File: src/sv/csort_pkg.sv
package csort_pkg;

    localparam int unsigned DATA_W        = 16;
    localparam int unsigned ALG_W         = 2;
    localparam int unsigned DEF_MAX_ITEMS = 32;

    // sort method codes
    localparam logic [ALG_W-1:0] ALG_BUBBLE = 2'd0;
    localparam logic [ALG_W-1:0] ALG_SELECT = 2'd1;
    localparam logic [ALG_W-1:0] ALG_INSERT = 2'd2;

    typedef enum logic [3:0] {
        ST_IDLE,
        ST_SORT,
        ST_B_LOAD,
        ST_B_CMP,
        ST_B_END,
        ST_S_LOAD,
        ST_S_CMP,
        ST_S_SW1,
        ST_S_SW2,
        ST_I_HOLD,
        ST_I_CMP,
        ST_I_PUT,
        ST_O_RUN,
        ST_O_DONE
    } t_state;

    typedef struct packed {
        logic strobe;
        logic last;
        logic trunc;
    } t_res;

endpackage

File: src/sv/csort_ram.sv
module csort_ram #(
    parameter int unsigned WIDTH = csort_pkg::DATA_W,
    parameter int unsigned DEPTH = csort_pkg::DEF_MAX_ITEMS,
    localparam int unsigned AW   = $clog2(DEPTH)
) (
    input  logic             i_clk,
    input  logic             i_we,
    input  logic [AW-1:0]    i_waddr,
    input  logic [WIDTH-1:0] i_wdata,
    input  logic [AW-1:0]    i_raddr,
    output logic [WIDTH-1:0] o_rdata
);

    logic [WIDTH-1:0] r_mem [DEPTH];
    logic [WIDTH-1:0] r_rdata;

    always_ff @(posedge i_clk) begin
        if (i_we) begin
            r_mem[i_waddr] <= i_wdata;
        end
        r_rdata <= r_mem[i_raddr];
    end

    assign o_rdata = r_rdata;

endmodule

File: src/sv/csort_ctrl.sv
module csort_ctrl #(
    parameter int unsigned MAX_ITEMS = csort_pkg::DEF_MAX_ITEMS,
    localparam int unsigned IW       = $clog2(MAX_ITEMS)
) (
    input  logic                                i_clk,
    input  logic                                i_rst_n,
    input  logic                                start,
    output logic                                busy,
    input  logic signed [csort_pkg::DATA_W-1:0] i_value,
    input  logic                                i_last,
    input  logic [csort_pkg::ALG_W-1:0]         i_alg,
    output logic                                o_we,
    output logic [IW-1:0]                       o_waddr,
    output logic [csort_pkg::DATA_W-1:0]        o_wdata,
    output logic [IW-1:0]                       o_raddr,
    input  logic signed [csort_pkg::DATA_W-1:0] i_rdata,
    output csort_pkg::t_res                     o_res
);

    localparam int unsigned CW = $clog2(MAX_ITEMS + 1);
    localparam logic [CW-1:0] MaxCnt = CW'(MAX_ITEMS);
    localparam logic [CW-1:0] One    = CW'(1);
    localparam logic [CW-1:0] Two    = CW'(2);

    csort_pkg::t_state r_state, n_state;
    csort_pkg::t_res   r_res, n_res;
    logic [CW-1:0]     r_count, n_count;
    logic              r_ovf, n_ovf;
    logic [CW-1:0]     r_k, n_k;
    logic [CW-1:0]     r_pos, n_pos;
    logic [CW-1:0]     r_best, n_best;
    logic signed [csort_pkg::DATA_W-1:0] r_hold, n_hold;
    logic signed [csort_pkg::DATA_W-1:0] r_pval, n_pval;

    logic [CW-1:0] cnt_m1, cnt_m2;
    logic [CW-1:0] k_p1, k_p2, k_m1, k_m2, pos_p1, pos_m1;
    logic signed [csort_pkg::DATA_W-1:0] cmp_a, cmp_b;
    logic          gt;

    assign cnt_m1 = r_count - One;
    assign cnt_m2 = r_count - Two;
    assign k_p1   = r_k + One;
    assign k_p2   = r_k + Two;
    assign k_m1   = r_k - One;
    assign k_m2   = r_k - Two;
    assign pos_p1 = r_pos + One;
    assign pos_m1 = r_pos - One;

    // the one shared comparator
    always_comb begin
        if (r_state == csort_pkg::ST_I_CMP) begin
            cmp_a = i_rdata;
            cmp_b = r_hold;
        end else begin
            cmp_a = r_hold;
            cmp_b = i_rdata;
        end
    end
    assign gt = cmp_a > cmp_b;

    // next state
    always_comb begin
        n_state = r_state;
        unique case (r_state)
            csort_pkg::ST_IDLE: begin
                if (start && i_last) n_state = csort_pkg::ST_SORT;
            end
            csort_pkg::ST_SORT: begin
                if (r_count < Two) begin
                    n_state = csort_pkg::ST_O_RUN;
                end else begin
                    unique case (i_alg)
                        csort_pkg::ALG_SELECT: n_state = csort_pkg::ST_S_LOAD;
                        csort_pkg::ALG_INSERT: n_state = csort_pkg::ST_I_HOLD;
                        default:               n_state = csort_pkg::ST_B_LOAD;
                    endcase
                end
            end
            csort_pkg::ST_B_LOAD: n_state = csort_pkg::ST_B_CMP;
            csort_pkg::ST_B_CMP: begin
                if (k_p1 == r_pos) n_state = csort_pkg::ST_B_END;
            end
            csort_pkg::ST_B_END: begin
                n_state = (r_pos == One) ? csort_pkg::ST_O_RUN : csort_pkg::ST_B_LOAD;
            end
            csort_pkg::ST_S_LOAD: n_state = csort_pkg::ST_S_CMP;
            csort_pkg::ST_S_CMP: begin
                if (r_k == cnt_m1) n_state = csort_pkg::ST_S_SW1;
            end
            csort_pkg::ST_S_SW1: n_state = csort_pkg::ST_S_SW2;
            csort_pkg::ST_S_SW2: begin
                n_state = (r_pos == cnt_m2) ? csort_pkg::ST_O_RUN : csort_pkg::ST_S_LOAD;
            end
            csort_pkg::ST_I_HOLD: n_state = csort_pkg::ST_I_CMP;
            csort_pkg::ST_I_CMP: begin
                if (gt) begin
                    if (r_k == One) n_state = csort_pkg::ST_I_PUT;
                end else begin
                    n_state = (r_pos == cnt_m1) ? csort_pkg::ST_O_RUN : csort_pkg::ST_I_HOLD;
                end
            end
            csort_pkg::ST_I_PUT: begin
                n_state = (r_pos == cnt_m1) ? csort_pkg::ST_O_RUN : csort_pkg::ST_I_HOLD;
            end
            csort_pkg::ST_O_RUN: begin
                if (r_k == cnt_m1) n_state = csort_pkg::ST_O_DONE;
            end
            csort_pkg::ST_O_DONE: n_state = csort_pkg::ST_IDLE;
            default: n_state = csort_pkg::ST_IDLE;
        endcase
    end

    // datapath and memory control
    always_comb begin
        busy    = (r_state != csort_pkg::ST_IDLE);
        o_we    = 1'b0;
        o_waddr = '0;
        o_wdata = r_hold;
        o_raddr = '0;
        n_count = r_count;
        n_ovf   = r_ovf;
        n_k     = r_k;
        n_pos   = r_pos;
        n_best  = r_best;
        n_hold  = r_hold;
        n_pval  = r_pval;
        n_res   = '0;
        unique case (r_state)
            csort_pkg::ST_IDLE: begin
                if (start) begin
                    if (r_count < MaxCnt) begin
                        o_we    = 1'b1;
                        o_waddr = r_count[IW-1:0];
                        o_wdata = i_value;
                        n_count = r_count + One;
                    end else begin
                        n_ovf = 1'b1;
                    end
                end
            end
            csort_pkg::ST_SORT: begin
                unique case (i_alg)
                    csort_pkg::ALG_SELECT: begin
                        n_pos = '0;
                    end
                    csort_pkg::ALG_INSERT: begin
                        o_raddr = One[IW-1:0];
                        n_pos   = One;
                    end
                    default: begin
                        n_pos = cnt_m1;
                    end
                endcase
            end
            // bubble: carry the running maximum, one compare per cycle
            csort_pkg::ST_B_LOAD: begin
                n_hold  = i_rdata;
                n_k     = '0;
                o_raddr = One[IW-1:0];
            end
            csort_pkg::ST_B_CMP: begin
                o_we    = 1'b1;
                o_waddr = r_k[IW-1:0];
                if (gt) begin
                    o_wdata = i_rdata;
                end else begin
                    o_wdata = r_hold;
                    n_hold  = i_rdata;
                end
                n_k     = k_p1;
                o_raddr = k_p2[IW-1:0];
            end
            csort_pkg::ST_B_END: begin
                o_we    = 1'b1;
                o_waddr = r_pos[IW-1:0];
                o_wdata = r_hold;
                n_pos   = pos_m1;
            end
            // selection: scan for the minimum, then swap in two writes
            csort_pkg::ST_S_LOAD: begin
                n_hold  = i_rdata;
                n_pval  = i_rdata;
                n_best  = r_pos;
                n_k     = pos_p1;
                o_raddr = pos_p1[IW-1:0];
            end
            csort_pkg::ST_S_CMP: begin
                if (gt) begin
                    n_hold = i_rdata;
                    n_best = r_k;
                end
                n_k     = k_p1;
                o_raddr = k_p1[IW-1:0];
            end
            csort_pkg::ST_S_SW1: begin
                o_we    = 1'b1;
                o_waddr = r_best[IW-1:0];
                o_wdata = r_pval;
            end
            csort_pkg::ST_S_SW2: begin
                o_we    = 1'b1;
                o_waddr = r_pos[IW-1:0];
                o_wdata = r_hold;
                n_pos   = pos_p1;
                o_raddr = pos_p1[IW-1:0];
            end
            // insertion: shift larger entries up one at a time
            csort_pkg::ST_I_HOLD: begin
                n_hold  = i_rdata;
                n_k     = r_pos;
                o_raddr = pos_m1[IW-1:0];
            end
            csort_pkg::ST_I_CMP: begin
                o_we    = 1'b1;
                o_waddr = r_k[IW-1:0];
                if (gt) begin
                    o_wdata = i_rdata;
                    n_k     = k_m1;
                    o_raddr = k_m2[IW-1:0];
                end else begin
                    o_wdata = r_hold;
                    n_pos   = pos_p1;
                    o_raddr = pos_p1[IW-1:0];
                end
            end
            csort_pkg::ST_I_PUT: begin
                o_we    = 1'b1;
                o_waddr = '0;
                o_wdata = r_hold;
                n_pos   = pos_p1;
                o_raddr = pos_p1[IW-1:0];
            end
            csort_pkg::ST_O_RUN: begin
                o_raddr      = r_k[IW-1:0];
                n_res.strobe = 1'b1;
                n_res.last   = (r_k == cnt_m1);
                n_res.trunc  = r_ovf;
                n_k          = k_p1;
            end
            csort_pkg::ST_O_DONE: begin
                n_count = '0;
                n_ovf   = 1'b0;
            end
            default: begin
                n_count = r_count;
            end
        endcase
        if (n_state == csort_pkg::ST_O_RUN && r_state != csort_pkg::ST_O_RUN) begin
            n_k = '0;
        end
    end

    always_ff @(posedge i_clk) begin
        if (!i_rst_n) begin
            r_state <= csort_pkg::ST_IDLE;
            r_count <= '0;
            r_ovf   <= 1'b0;
            r_res   <= '0;
            r_k     <= '0;
            r_pos   <= '0;
            r_best  <= '0;
        end else begin
            r_state <= n_state;
            r_count <= n_count;
            r_ovf   <= n_ovf;
            r_res   <= n_res;
            r_k     <= n_k;
            r_pos   <= n_pos;
            r_best  <= n_best;
        end
    end

    always_ff @(posedge i_clk) begin
        r_hold <= n_hold;
        r_pval <= n_pval;
    end

    assign o_res = r_res;

endmodule

File: src/sv/comparison_sort_engine_unit.sv
// channel   | direction | signals                                        | request taken when
// ----------+-----------+------------------------------------------------+----------------------
// input     | in        | start, busy, i_value_in, i_last_in             | start & !busy
// result    | out       | o_strobe, o_sorted_value, o_last_out,          | o_strobe (one cycle)
//           |           | o_truncated                                    |
// config    | in        | i_cfg_valid, o_cfg_ready, i_cfg_data           | i_cfg_valid & o_cfg_ready
//
// a request that does not end the batch is stored when taken, unless the batch is full;
// busy stays low. a batch of n values then sorts on one comparator and one ram write
// port, by bubble, selection or insertion sort
// reset is synchronous, active low; it empties the batch and selects bubble sort
// results leave one per cycle and cannot be stalled; busy is high until the last
module comparison_sort_engine_unit #(
    parameter int unsigned MAX_ITEMS = csort_pkg::DEF_MAX_ITEMS
) (
    input  logic                                i_clk,
    input  logic                                i_rst_n,
    // input requests
    input  logic                                start,
    output logic                                busy,
    input  logic signed [csort_pkg::DATA_W-1:0] i_value_in,
    input  logic                                i_last_in,
    // results
    output logic                                o_strobe,
    output logic signed [csort_pkg::DATA_W-1:0] o_sorted_value,
    output logic                                o_last_out,
    output logic                                o_truncated,
    // configuration write
    input  logic                                i_cfg_valid,
    output logic                                o_cfg_ready,
    input  logic [csort_pkg::ALG_W-1:0]         i_cfg_data
);

    localparam int unsigned IW = $clog2(MAX_ITEMS);

    // sort method register, to be written only while idle; the block does not enforce it
    logic [csort_pkg::ALG_W-1:0] r_alg_select;

    // ram side of the sequencer
    logic                         ram_we;
    logic [IW-1:0]                ram_waddr;
    logic [csort_pkg::DATA_W-1:0] ram_wdata;
    logic [IW-1:0]                ram_raddr;
    logic [csort_pkg::DATA_W-1:0] ram_rdata;
    csort_pkg::t_res              res;

    assign o_cfg_ready = 1'b1;

    always_ff @(posedge i_clk) begin
        if (!i_rst_n) begin
            r_alg_select <= csort_pkg::ALG_BUBBLE;
        end else if (i_cfg_valid && o_cfg_ready) begin
            r_alg_select <= i_cfg_data;
        end
    end

    // value store: one write and one registered read per cycle
    csort_ram #(
        .WIDTH (csort_pkg::DATA_W),
        .DEPTH (MAX_ITEMS)
    ) u_store (
        .i_clk   (i_clk),
        .i_we    (ram_we),
        .i_waddr (ram_waddr),
        .i_wdata (ram_wdata),
        .i_raddr (ram_raddr),
        .o_rdata (ram_rdata)
    );

    // loading, sorting and read-out sequencer around the shared comparator
    csort_ctrl #(
        .MAX_ITEMS (MAX_ITEMS)
    ) u_ctrl (
        .i_clk   (i_clk),
        .i_rst_n (i_rst_n),
        .start   (start),
        .busy    (busy),
        .i_value (i_value_in),
        .i_last  (i_last_in),
        .i_alg   (r_alg_select),
        .o_we    (ram_we),
        .o_waddr (ram_waddr),
        .o_wdata (ram_wdata),
        .o_raddr (ram_raddr),
        .i_rdata (ram_rdata),
        .o_res   (res)
    );

    // read data of the store lines up with the registered strobe
    assign o_strobe       = res.strobe;
    assign o_last_out     = res.last;
    assign o_truncated    = res.trunc;
    assign o_sorted_value = ram_rdata;

endmodule

File: config.mk
export PLATFORM = sky130hd
export DESIGN_NAME = comparison_sort_engine_unit
export DESIGN_NICKNAME = d
export VERILOG_FILES = /design/src/sv/csort_pkg.sv /design/src/sv/csort_ram.sv /design/src/sv/csort_ctrl.sv /design/src/sv/comparison_sort_engine_unit.sv
export SDC_FILE = /design/constraint.sdc
export NUM_CORES = 1
export LEC_CHECK = 0
export BUFFER_PORTS_ARGS = -buffer_cell sky130_fd_sc_hd__buf_2
export CORE_AREA = 2 2 334 204
export CTS_BUF_LIST = sky130_fd_sc_hd__clkbuf_8
export CTS_CLUSTER_SIZE = 8
export DETAILED_ROUTE_END_ITERATION = 10
export DIE_AREA = 0 0 336 206
export GPL_ROUTABILITY_DRIVEN = 0
export HOLD_SLACK_MARGIN = 0.12
export PLACE_DENSITY = 0.55
export SLEW_MARGIN = 20
export SYNTH_ARGS = -nofsm -noshare
export SYNTH_HDL_FRONTEND = slang
export SYNTH_HIERARCHICAL = 1
export SYNTH_SLANG_ARGS = --single-unit
File: constraint.sdc
create_clock -name i_clk -period 9.87 [get_ports i_clk]
set_clock_uncertainty 0.2 [all_clocks]
set_input_delay 1.974 -clock i_clk [delete_from_list [all_inputs] [get_ports i_clk]]
set_output_delay 1.974 -clock i_clk [all_outputs]
set_load 0.03 [all_outputs]
# Yosys cells after proc, flatten, opt, wreduce, memory -nomap -nowiden
# Memories as Yosys holds them, arrays and structs flattened. A register that Yosys moved wholly into a read port is not among the register bits.
# Cells that the tools add are included.
totals:
  ff_bits: 65
  ramBits: 512
  out_inout_bits: 21
  word_cells: 125
  mem_count: 1
mem_list:
  columns: ["memory", "depth", "word_bits", "rd", "rd_clocked_by_memory_dff", "write_ports", "line", "rtl"]
  rows:
  - ["u_store.r_mem", 32, 16, 1, 1, 1, "csort_ram.sv:14", "logic [WIDTH-1:0] r_mem [DEPTH];"]
op_classes:
  n_addsub: 9
  n_lt_le_gt_ge: 3
  n_eq_ne: 30
  muxes: 45
  n_bitwise: 1
  reduce_logical: 24
op_table:
  columns: ["cell", "n"]
  rows:
  - ["$mux W16", 6]
  - ["$pmux W16 S3", 2]
  - ["$pmux W4 S13", 1]
  - ["$pmux W5 S8", 1]
  - ["$mux W4", 9]
  - ["$pmux W6 S5", 1]
  - ["$eq A4 B4 Y1 const B", 7]
  - ["$eq A6 B6 Y1", 4]
  - ["$mux W6", 4]
  - ["$pmux W6 S2", 2]
  - ["$pmux W6 S4", 1]
  - ["$mux W5", 4]
  - ["$pmux W5 S4", 1]
  - ["$add A6 B1 Y6 const B", 3]
  - ["$sub A6 B1 Y6 const B", 3]
  - ["$eq A4 B3 Y1 const B", 4]
  - ["$gt A16 B16 Y1", 1]
  - ["$eq A6 B1 Y1 const B", 2]
  - ["$pmux W5 S2", 1]
  - ["$reduce_and A2 Y1", 5]
  - ["$reduce_or A3 Y1", 3]
  - ["$eq A4 B2 Y1 const B", 2]
  - ["$ne A2 B2 Y1 const B", 4]
  - ["$pmux W4 S2", 1]
  - ["other kinds (23)", 40]

# Logic depth before layout (Yosys ltp)
# Gate-level depths: netlist (run 1).
logic_depth:
  word_depth: 8
  ltp_mapped: 19
  ltp_nobuf: 15

# By module
# The synthesis (run 1) kept the hierarchy.
modules_own_cells:
  columns: ["mod", "instances", "cells_each", "area_per_inst_um2", "seq_area_each_um2"]
  rows:
  - ["csort_ram", 1, 1143, 20534.7, 15695.1]
  - ["csort_ctrl", 1, 715, 5649.2, 1581.5]
  - ["comparison_sort_engine_unit", 1, 8, 83.8, 40.0]

# Least setup slack after synthesis (run 1)
# Ideal clock, no wire load.
synth_timing:
  kind: "input to register"
  startpoint: "input start"
  endpoint: "memory u_store/r_mem[17][0] in the netlist's numbering, enable pin"
  arrival_time_ns: 4.572
  required_ns: 9.281
  slack_ns: 4.710
  stages: 7
  path_buffers: 2
  cell_sequence: "nor2b_1 > clkbuf_1 > clkbuf_1 > a32oi_1 > o21ai_0 > or3b_2 > nor2_1"
synth_between:
  elab_cells_between_ends: 6
  cone_classes: "mux (6)"
synth_lines:
  columns: ["item", "line", "rtl"]
  rows:
  - ["from (decl)", "comparison_sort_engine_unit.sv:19", "input logic start,"]
  - ["$mux W5", "csort_ctrl.sv:130", "if (start) begin"]
  - ["$pmux W5 S4", "csort_ctrl.sv:128", "unique case (r_state)"]
  - ["net ram_waddr[4]", "comparison_sort_engine_unit.sv:41", "logic [IW-1:0] ram_waddr;"]
  - ["to (decl)", "csort_ram.sv:14", null]
# The timed path passes the listed nets, and every way through them passes these cells.

# Final worst setup path (run 1)
layout_timing:
  startpoint: "register u_ctrl.r_state[3]"
  endpoint: "register u_store.r_rdata[6], in the netlist u_store/o_rdata[6], read port of u_store.r_mem"
layout_between:
  elab_chain_len: 5
  elab_cells_between_ends: 16
  cone_classes: "order compare (1); eq/ne (10); mux (4); reduce/logical (1)"
layout_lines:
  columns: ["item", "line", "rtl"]
  rows:
  - ["from (decl)", "csort_ctrl.sv:25", "csort_pkg::t_state r_state, n_state;"]
  - ["from (signal assigned)", "csort_ctrl.sv:255", "r_state <= csort_pkg::ST_IDLE;"]
  - ["from (signal assigned)", "csort_ctrl.sv:263", "r_state <= n_state;"]
  - ["$eq A4 B4 Y1", "csort_ctrl.sv:51, csort_ctrl.sv:128", null]
  - ["$mux W16", "csort_ctrl.sv:51", "if (r_state == csort_pkg::ST_I_CMP) begin"]
  - ["$gt A16 B16 Y1", "csort_ctrl.sv:59", "assign gt = cmp_a > cmp_b;"]
  - ["$mux W5", "csort_ctrl.sv:216", "if (gt) begin"]
  - ["$pmux W5 S8 (*)", "csort_ctrl.sv:128", null]
  - ["net ram_raddr[1]", "comparison_sort_engine_unit.sv:43", "logic [IW-1:0] ram_raddr;"]
  - ["to (decl)", "csort_ram.sv:15", "logic [WIDTH-1:0] r_rdata;"]
# Mark *: on every way through the listed nets, which the timed path passes. The rest lies on a longest branch.
# A chain may end at the register's enable or synchronous reset.

==> flow_metrics.py, run 1 <==
metrics = {
    "clock_network": {
        "postcts_resize_cnt": 0,
        "total_number_of_clock_tree_sinks": 593,
        "cts_root_buf": "sky130_fd_sc_hd__clkbuf_8",
        "tritoncts": "yes",
        "setup_buffers_after_cts": 0,
        "clock_tree.buffer_depth": 3,
        "ctsHoldBuffers": 0,
        "clk_latency_ns": 0.70,
        "cts_inserted_buffers": 90,
        "clock_transition_time_at_the_flip_flop_clock_pins_of_the_worst_setup_and_hold_paths_ns": 0.06,
        "cts_htree_levels": 3,
    },
    "timing": {
        "hold_violations": 0,
        "rsz0062_at_grt": "false",
        "finalCriticalPeriod_ns": 6.66,
        "fin_crit_sh_pct": 67.4,
        "drv_slew": 0,
        "fmax_mhz": 150,
        "timing_worst_slew_pin_value_ns": 1.14,
        "finalSetupViolations": 0,
        "setup-tns-final_ns": 0,
        "max-slew-margin-rel_pct": 23.8,
    },
    "synth": {
        "synth.cell_area_um2": 26300,
        "postSynthAreaPerCell_um2": 14.1,
        "dominant_cells_by_area_after_synthesis": "sky130_fd_sc_hd__edfxtp_1 62%, sky130_fd_sc_hd__mux2i_1 10%, sky130_fd_sc_hd__dfxtp_1 3.7%, sky130_fd_sc_hd__a22oi_1 2.0%, sky130_fd_sc_hd__nor2_1 1.6%",
        "yosysMostFrequentCell": "sky130_fd_sc_hd__edfxtp_1",
        "synth.distinct_cells": 75,
        "dominantRegCellSynth": "sky130_fd_sc_hd__edfxtp_1",
        "post_synth_inst_count": 1866,
        "yosys_register_bits": 593,
        "post_synth_most_frequent_cells": "544 x sky130_fd_sc_hd__edfxtp_1, 275 x sky130_fd_sc_hd__mux2i_1, 112 x sky130_fd_sc_hd__nor2_1",
        "synth.net_count": 1906,
        "post-synth-top-area-cell": "sky130_fd_sc_hd__edfxtp_1",
        "synth_edf_count": 544,
        "yosys_warnings": 6,
        "area_share_of_the_largest_cell_type_after_synthesis_pct": 62.2,
        "async_sr_flop_fraction_pct": 0,
        "synth_sequential_area_ratio_pct": 65.9,
    },
    "critical_path": {
        "crit_chain": "nor2b_1, nand3b_1, a2111oi_0, nor2_1, a311oi_1, a211oi_4, buf_4, or2_2, nand2_1, a21oi_1, nand2_1, nor2b_4, buf_4, a22o_1, nor3_1, a31oi_1, nand3_1",
        "critical_path_buffers_and_inverters": 2,
        "critical_path.top_delay_family": "simple AND/OR/NAND/NOR gates",
        "worst_path_largest_cell_delay_ns": 0.84,
        "rr_worst_depth": 17,
        "timing.reg2reg.setup_slack_ns": 3.21,
        "critical_path.endpoint_type": "flip-flop",
        "slowest_stage": "sky130_fd_sc_hd__dfxtp_1",
        "r2r_end": "u_store/o_rdata[6]$_DFF_P_",
        "timing_worst_setup_path_type": "reg2reg",
        "critical_path_required_ns": 10.20,
        "worst_ep_arrival_time_ns": 6.99,
        "timing.rr.start": "u_ctrl/r_state[3]$_SDFF_PN0_",
        "timing.critical_path.from_type": "flip-flop",
        "worstPathMaxFanout": 41,
    },
    "global_route": {
        "antenna_found_initial": 6,
        "grt.overflow.total": 0,
        "wire_length_of_the_first_global_routing_pass_mm": 109,
        "first_global_vias": 15500,
        "grt_max_degree": 136,
        "track_usage_pct": 21.9,
    },
    "run": {
        "max_cap_violations": 0,
    },
    "worst_hold_path": {
        "whs_path_depth": 2,
        "timing.hold.worst.start": "u_ctrl/r_best[2]$_SDFFE_PN0P_",
        "worst_min_path_class": "reg2reg",
        "hold_path_end": "u_ctrl/r_best[2]$_SDFFE_PN0P_",
    },
    "detailed_routing": {
        "met3RoutedLength_mm": 9.75,
        "maxUsedRoutingLayer": "met5",
        "drt_via_density": 5.76,
        "antenna_violating_nets_post_route": 0,
        "dr_wl_met2_mm": 28.7,
        "mean_routed_wirelength_per_cell_um": 26.4,
        "drc_errors": 0,
        "via_count": 16700,
        "drt_pass1_iterations": 7,
        "drtIter0Drc": 2341,
        "m1WireLength_mm": 37.3,
        "drt_wl_total_mm": 76.8,
    },
    "cells_and_area": {
        "layoutNonFillerInstCount": 2902,
        "flow.area_growth_from_synthesis_pct": 10.3,
        "layout.cell_area.non_filler_um2": 29000,
        "final_core_util_pct": 43.4,
        "layout.filler_cells": 6008,
        "drive_gt1_share_pct": 12.8,
        "final_nets": 1974,
    },
    "power": {
        "power_leakage_nw": 9.46,
        "p_per_area_nw_per_um2": 346,
        "vdd_drop_max_mv": 0.329,
    },
    "placement": {
        "dp.final_hpwl_mm": 48.2,
        "dpl.cell_count": 2754,
        "placedInstanceArea_um2": 27400,
        "count_of_port_buffers_added_during_placement": 42,
    },
    "die": {
        "fp.dieH_um": 206,
        "die-width_um": 336,
        "initial_utilization_pct": 39.3,
        "fp.dieArea_um2": 69200,
        "num_rows": 74,
        "design.core.area_um2": 66800,
        "io-pin-count": 44,
    },
    "status": {
        "outcome": "finished clean",
    },
}
## layer usage
metal  vias to the layer above  GRT usage, %
met3                       101          8.42
met4                         2          4.76
li1                       7339             -
met1                      8397          35.2
met5                         -             0
met2                       868          26.8
## placed cells by master (no fill, tap or decap), types with 40 or more instances in the layout
cell type | Yosys | routed
sky130_fd_sc_hd__buf_4 | 21 | 53
sky130_fd_sc_hd__nand2_1 | 103 | 103
sky130_fd_sc_hd__mux2i_1 | 275 | 275
sky130_fd_sc_hd__nand3_1 | 46 | 46
sky130_fd_sc_hd__nor3_1 | 40 | 40
sky130_fd_sc_hd__o21ai_0 | 50 | 48
sky130_fd_sc_hd__inv_1 | 22 | 60
sky130_fd_sc_hd__clkbuf_8 | 0 | 96
sky130_fd_sc_hd__dfxtp_1 | 49 | 49
sky130_fd_sc_hd__a21oi_1 | 78 | 78
sky130_fd_sc_hd__buf_2 | 22 | 42
sky130_fd_sc_hd__edfxtp_1 | 544 | 544
sky130_fd_sc_hd__nor2_1 | 112 | 100
sky130_fd_sc_hd__a22oi_1 | 70 | 70
## worst max path at each step
stage / startpoint / end / slack [ns] / cells after the start
2_1_floorplan: start / u_store/r_mem[17][0]$_DFFE_PP_ / 4.71 / 7
3_3_place_gp: u_ctrl/r_state[3]$_SDFF_PN0_ / u_store/o_rdata[13]$_DFF_P_ / 3.53 / 15
3_5_place_dp: u_ctrl/r_state[3]$_SDFF_PN0_ / u_store/o_rdata[13]$_DFF_P_ / 3.44 / 15
4_1_cts: u_ctrl/r_state[3]$_SDFF_PN0_ / u_store/o_rdata[13]$_DFF_P_ / 3.41 / 15
5_1_grt: u_ctrl/r_state[3]$_SDFF_PN0_ / u_store/o_rdata[8]$_DFF_P_ / 2.90 / 17
6_report: u_ctrl/r_state[3]$_SDFF_PN0_ / u_store/o_rdata[6]$_DFF_P_ / 3.21 / 17
## sequential cells by signal (all words and copies together) (netlist names)
signal / cells
u_ctrl/r_pval: 16
u_store/r_mem: 512
u_ctrl/r_best: 5
u_ctrl/r_pos: 6
u_ctrl/r_hold: 16
u_ctrl/r_count: 6
u_ctrl/r_state: 4
u_ctrl/o_res: 3
r_alg_select: 2
u_ctrl/r_k: 6
u_store/o_rdata: 16
u_ctrl/r_ovf: 1
## cell type report
cell class | instances | area, um^2 | area share, %
flip-flops and latches | 593 | 17300 | 59.8
well taps | 912 | 1140 | 3.94
repair buffers | 97 | 648 | 2.24
diodes | 2 | 5.00 | 0.0173
clock inverters | 50 | 240 | 0.829
inverters | 23 | 86.3 | 0.298
multi-input cells | 1129 | 8210 | 28.3
clock buffers | 96 | 1320 | 4.56
## tightest hold or removal path, delay by kind of cell, from the launching register on
kind	cells	cell delay, ns
simple gates	1	0.10
compound gates	1	0.05
flops	1	0.31
## report_power, final
group / switching [mW] / leakage, nW / total [mW] / internal [mW]
clock network: 0.929 / 0.927 / 1.84 / 0.912
registers: 0.263 / 5.33 / 3.93 / 3.67
logic: 2.89 / 3.20 / 4.24 / 1.36
total: 4.08 / 9.46 / 10.0 / 5.94
## per-stage QoR
step                      hold WS, ns  power (mW)  setup slack (ns)
final                           0.303        10.0              3.21
after global routing            0.323        10.5              2.90
after CTS                       0.303        9.97              3.41
after detailed placement        0.294        8.13              3.44
after global placement          0.295        8.06              3.53
after floorplan                 0.231        6.77              4.71
## cell families after synthesis
| family | count (synthesis) | share of synthesized area, % |
|---|---|---|
| buffers and inverters | 144 | 3.23 |
| other | 1 | 0.0143 |
| AND/OR/NAND/NOR | 407 | 7.50 |
| flip-flops | 593 | 65.9 |
| adder cells (fa/ha/maj) | 24 | 1.08 |
| AO/OA/AOI/OAI | 356 | 9.43 |
| XOR/XNOR | 51 | 1.70 |
| multiplexers | 290 | 11.1 |
No activity file was read; power rests on OpenSTA's default activity.
==> run 2, diff against run 1 <==
--- a/config.mk
+++ b/config.mk
@@ -13,7 +13,7 @@
 export DIE_AREA = 0 0 336 206
 export GPL_ROUTABILITY_DRIVEN = 0
 export HOLD_SLACK_MARGIN = 0.12
-export PLACE_DENSITY = 0.55
+export PLACE_DENSITY = 0.57
 export SLEW_MARGIN = 20
 export SYNTH_ARGS = -nofsm -noshare
 export SYNTH_HDL_FRONTEND = slang
==> constraint.sdc (replaced) <==
create_clock -name i_clk -period 5.7 [get_ports i_clk]
set_clock_uncertainty 0.2 [all_clocks]
set_input_delay 1.14 -clock i_clk [delete_from_list [all_inputs] [get_ports i_clk]]
set_output_delay 1.14 -clock i_clk [all_outputs]
set_load 0.03 [all_outputs]
==> run 2 against run 1 <==
Against the previous run:
- sequential share of layout area fell by 1.2 points
- highest routed layer unchanged
- first-iteration DRC count grew 0.56%
- clock-buffer cell count stayed put
- sequential cell count unchanged
- critical path depth stayed put
==> flow_metrics.py, run 2 (synthesis results as in run 1) <==
metrics = {
    "status": {
        "outcome": "finished clean",
    },
    "critical_path": {
        "timing_worst_setup_path_type": "reg2reg",
        "crit_top_cell": "sky130_fd_sc_hd__nor3_2",
        "worstPathMaxFanout": 42,
        "critical_path.top_delay_family": "simple AND/OR/NAND/NOR gates",
        "worst_ep_arrival_time_ns": 5.91,
        "timing.rr.start": "u_ctrl/r_hold[15]$_DFFE_PP_",
        "r2r_end": "u_store/o_rdata[7]$_DFF_P_",
        "slowest_stage": "sky130_fd_sc_hd__or4_4",
        "critical_path_buffers_and_inverters": 2,
        "timing.critical_path.from_type": "flip-flop",
        "critical_path.endpoint_type": "flip-flop",
        "rr_worst_depth": 17,
        "worst_path_largest_cell_delay_ns": 0.58,
        "crit_chain": "xor2_1, or4_1, or4_4, nor3_2, a311oi_1, a211oi_4, or2_2, nand2_1, a221oi_1, o21ai_4, buf_12, buf_4, mux2i_1, a22o_1, nor3_2, a31oi_2, nand3_1",
        "critical_path_required_ns": 6.01,
        "timing.reg2reg.setup_slack_ns": 0.1,
    },
    "global_route": {
        "first_global_vias": 16000,
        "grt_max_degree": 70,
        "antenna_found_initial": 3,
        "track_usage_pct": 22.6,
        "grt.overflow.total": 0,
        "wire_length_of_the_first_global_routing_pass_mm": 113,
    },
    "die": {
        "die-width_um": 336,
        "fp.dieArea_um2": 69200,
        "fp.dieH_um": 206,
        "num_rows": 74,
        "io-pin-count": 44,
        "initial_utilization_pct": 39.3,
        "design.core.area_um2": 66800,
    },
    "detailed_routing": {
        "drc_errors": 0,
        "drt_via_density": 5.80,
        "maxUsedRoutingLayer": "met5",
        "m1WireLength_mm": 38.1,
        "met3RoutedLength_mm": 9.27,
        "drtIter0Drc": 2354,
        "via_count": 17200,
        "mean_routed_wirelength_per_cell_um": 26.6,
        "dr_wl_met2_mm": 30.5,
        "drt_pass1_iterations": 5,
        "drt_wl_total_mm": 78.9,
        "antenna_violating_nets_post_route": 0,
    },
    "run": {
        "max_cap_violations": 0,
    },
    "clock_network": {
        "tritoncts": "yes",
        "clk_latency_ns": 0.67,
        "total_number_of_clock_tree_sinks": 593,
        "cts_htree_levels": 3,
        "ctsHoldBuffers": 0,
        "cts_inserted_buffers": 89,
        "clock_tree.buffer_depth": 3,
        "cts_root_buf": "sky130_fd_sc_hd__clkbuf_8",
        "clock_transition_time_at_the_flip_flop_clock_pins_of_the_worst_setup_and_hold_paths_ns": 0.07,
    },
    "timing": {
        "finalCriticalPeriod_ns": 5.60,
        "layout_setup_ws_ns": 0.0996,
        "fin_crit_sh_pct": 98.3,
        "setup-tns-final_ns": 0,
        "holdWs_ns": 0.263,
        "fmax_mhz": 179,
        "max-slew-margin-rel_pct": 28.3,
        "drv_slew": 0,
        "rsz0062_at_grt": "false",
        "hold_violations": 0,
        "finalSetupViolations": 0,
        "timing_worst_slew_pin_value_ns": 1.06,
    },
    "worst_hold_path": {
        "whs_path_depth": 2,
        "worst_min_path_class": "reg2reg",
        "timing.hold.worst.start": "u_ctrl/r_ovf$_SDFFE_PN0P_",
        "hold_path_end": "u_ctrl/r_ovf$_SDFFE_PN0P_",
    },
    "cells_and_area": {
        "final_nets": 2037,
        "largest_reg_flops": 512,
        "flow.area_growth_from_synthesis_pct": 12.5,
        "drive_gt1_share_pct": 16.0,
        "most_flop_heavy_register": "u_store/r_mem",
        "layout.cell_area.non_filler_um2": 29500,
        "mostFrequentLayoutCells": "544 x sky130_fd_sc_hd__edfxtp_1, 275 x sky130_fd_sc_hd__mux2i_1, 110 x sky130_fd_sc_hd__buf_4",
        "final_common_cell": "sky130_fd_sc_hd__edfxtp_1",
        "layoutNonFillerInstCount": 2969,
        "final_core_util_pct": 44.3,
    },
    "power": {
        "p_per_area_nw_per_um2": 601,
        "vdd_drop_max_mv": 0.297,
        "power_total_mw": 17.8,
        "power_leakage_nw": 9.84,
    },
    "placement": {
        "dp_slack_ns": -0.214,
        "dp.final_hpwl_mm": 50.4,
        "dpl.cell_count": 2814,
        "placedInstanceArea_um2": 27900,
        "count_of_port_buffers_added_during_placement": 42,
    },
}
==> run 2: timing repair <==
action / CTS / global route
gates resized for setup: 5 / 5
hold endpoints to repair: 0 / 0
setup buffers: 4 / 0
endpoints found under the setup margin: 4 / 4
==> run 2: cell type report <==
cell class / instances / area [um^2]
diodes: 1 / 2.50
clock buffers: 96 / 1320
clock inverters: 54 / 231
fillers: 6019 / 37200
inverters: 23 / 86.3
multi-input cells: 1129 / 8230
flip-flops and latches: 593 / 17300
well taps: 912 / 1140
repair buffers: 161 / 1220
==> run 2: power breakdown <==
part	leakage [nW]	switching [mW]	total (mW)	internal, mW
clock network	0.960	1.63	3.17	1.54
registers	5.33	0.401	6.76	6.36
logic	3.55	5.26	7.82	2.57
total	9.84	7.29	17.8	10.5
==> run 2: how the worst max path moves through the flow <==
| stage | start | end | slack [ns] | cells past startpoint |
|---|---|---|---|---|
| final | u_ctrl/r_hold[15]$_DFFE_PP_ | u_store/o_rdata[7]$_DFF_P_ | 0.1 | 17 |
| after CTS | u_ctrl/r_hold[15]$_DFFE_PP_ | u_store/o_rdata[9]$_DFF_P_ | 0.14 | 17 |
| after floorplan | u_store/o_rdata[15]$_DFF_P_ | u_store/o_rdata[1]$_DFF_P_ | 1.37 | 19 |
| after detailed placement | u_store/o_rdata[15]$_DFF_P_ | u_store/o_rdata[7]$_DFF_P_ | -0.21 | 17 |
| after global placement | u_store/o_rdata[15]$_DFF_P_ | u_store/o_rdata[7]$_DFF_P_ | -0.15 | 17 |
| after global routing | u_ctrl/r_hold[15]$_DFFE_PP_ | u_store/o_rdata[9]$_DFF_P_ | 0.02 | 17 |
==> run 2: worst register-to-register path: cells and delay by family (launching register included) <==
kind | cells | cell delay (ns)
simple gates | 7 | 1.90
flops | 1 | 0.50
compound gates | 6 | 1.78
buf+inv | 2 | 0.63
xor+xnor | 1 | 0.20
mux | 1 | 0.24
==> run 2: per-layer routing <==
metal | vias to the layer above | global-route usage [%]
met5 | - | 0
met4 | 4 | 4.18
met3 | 95 | 6.60
met2 | 933 | 29.2
met1 | 8714 | 36.6
li1 | 7467 | -
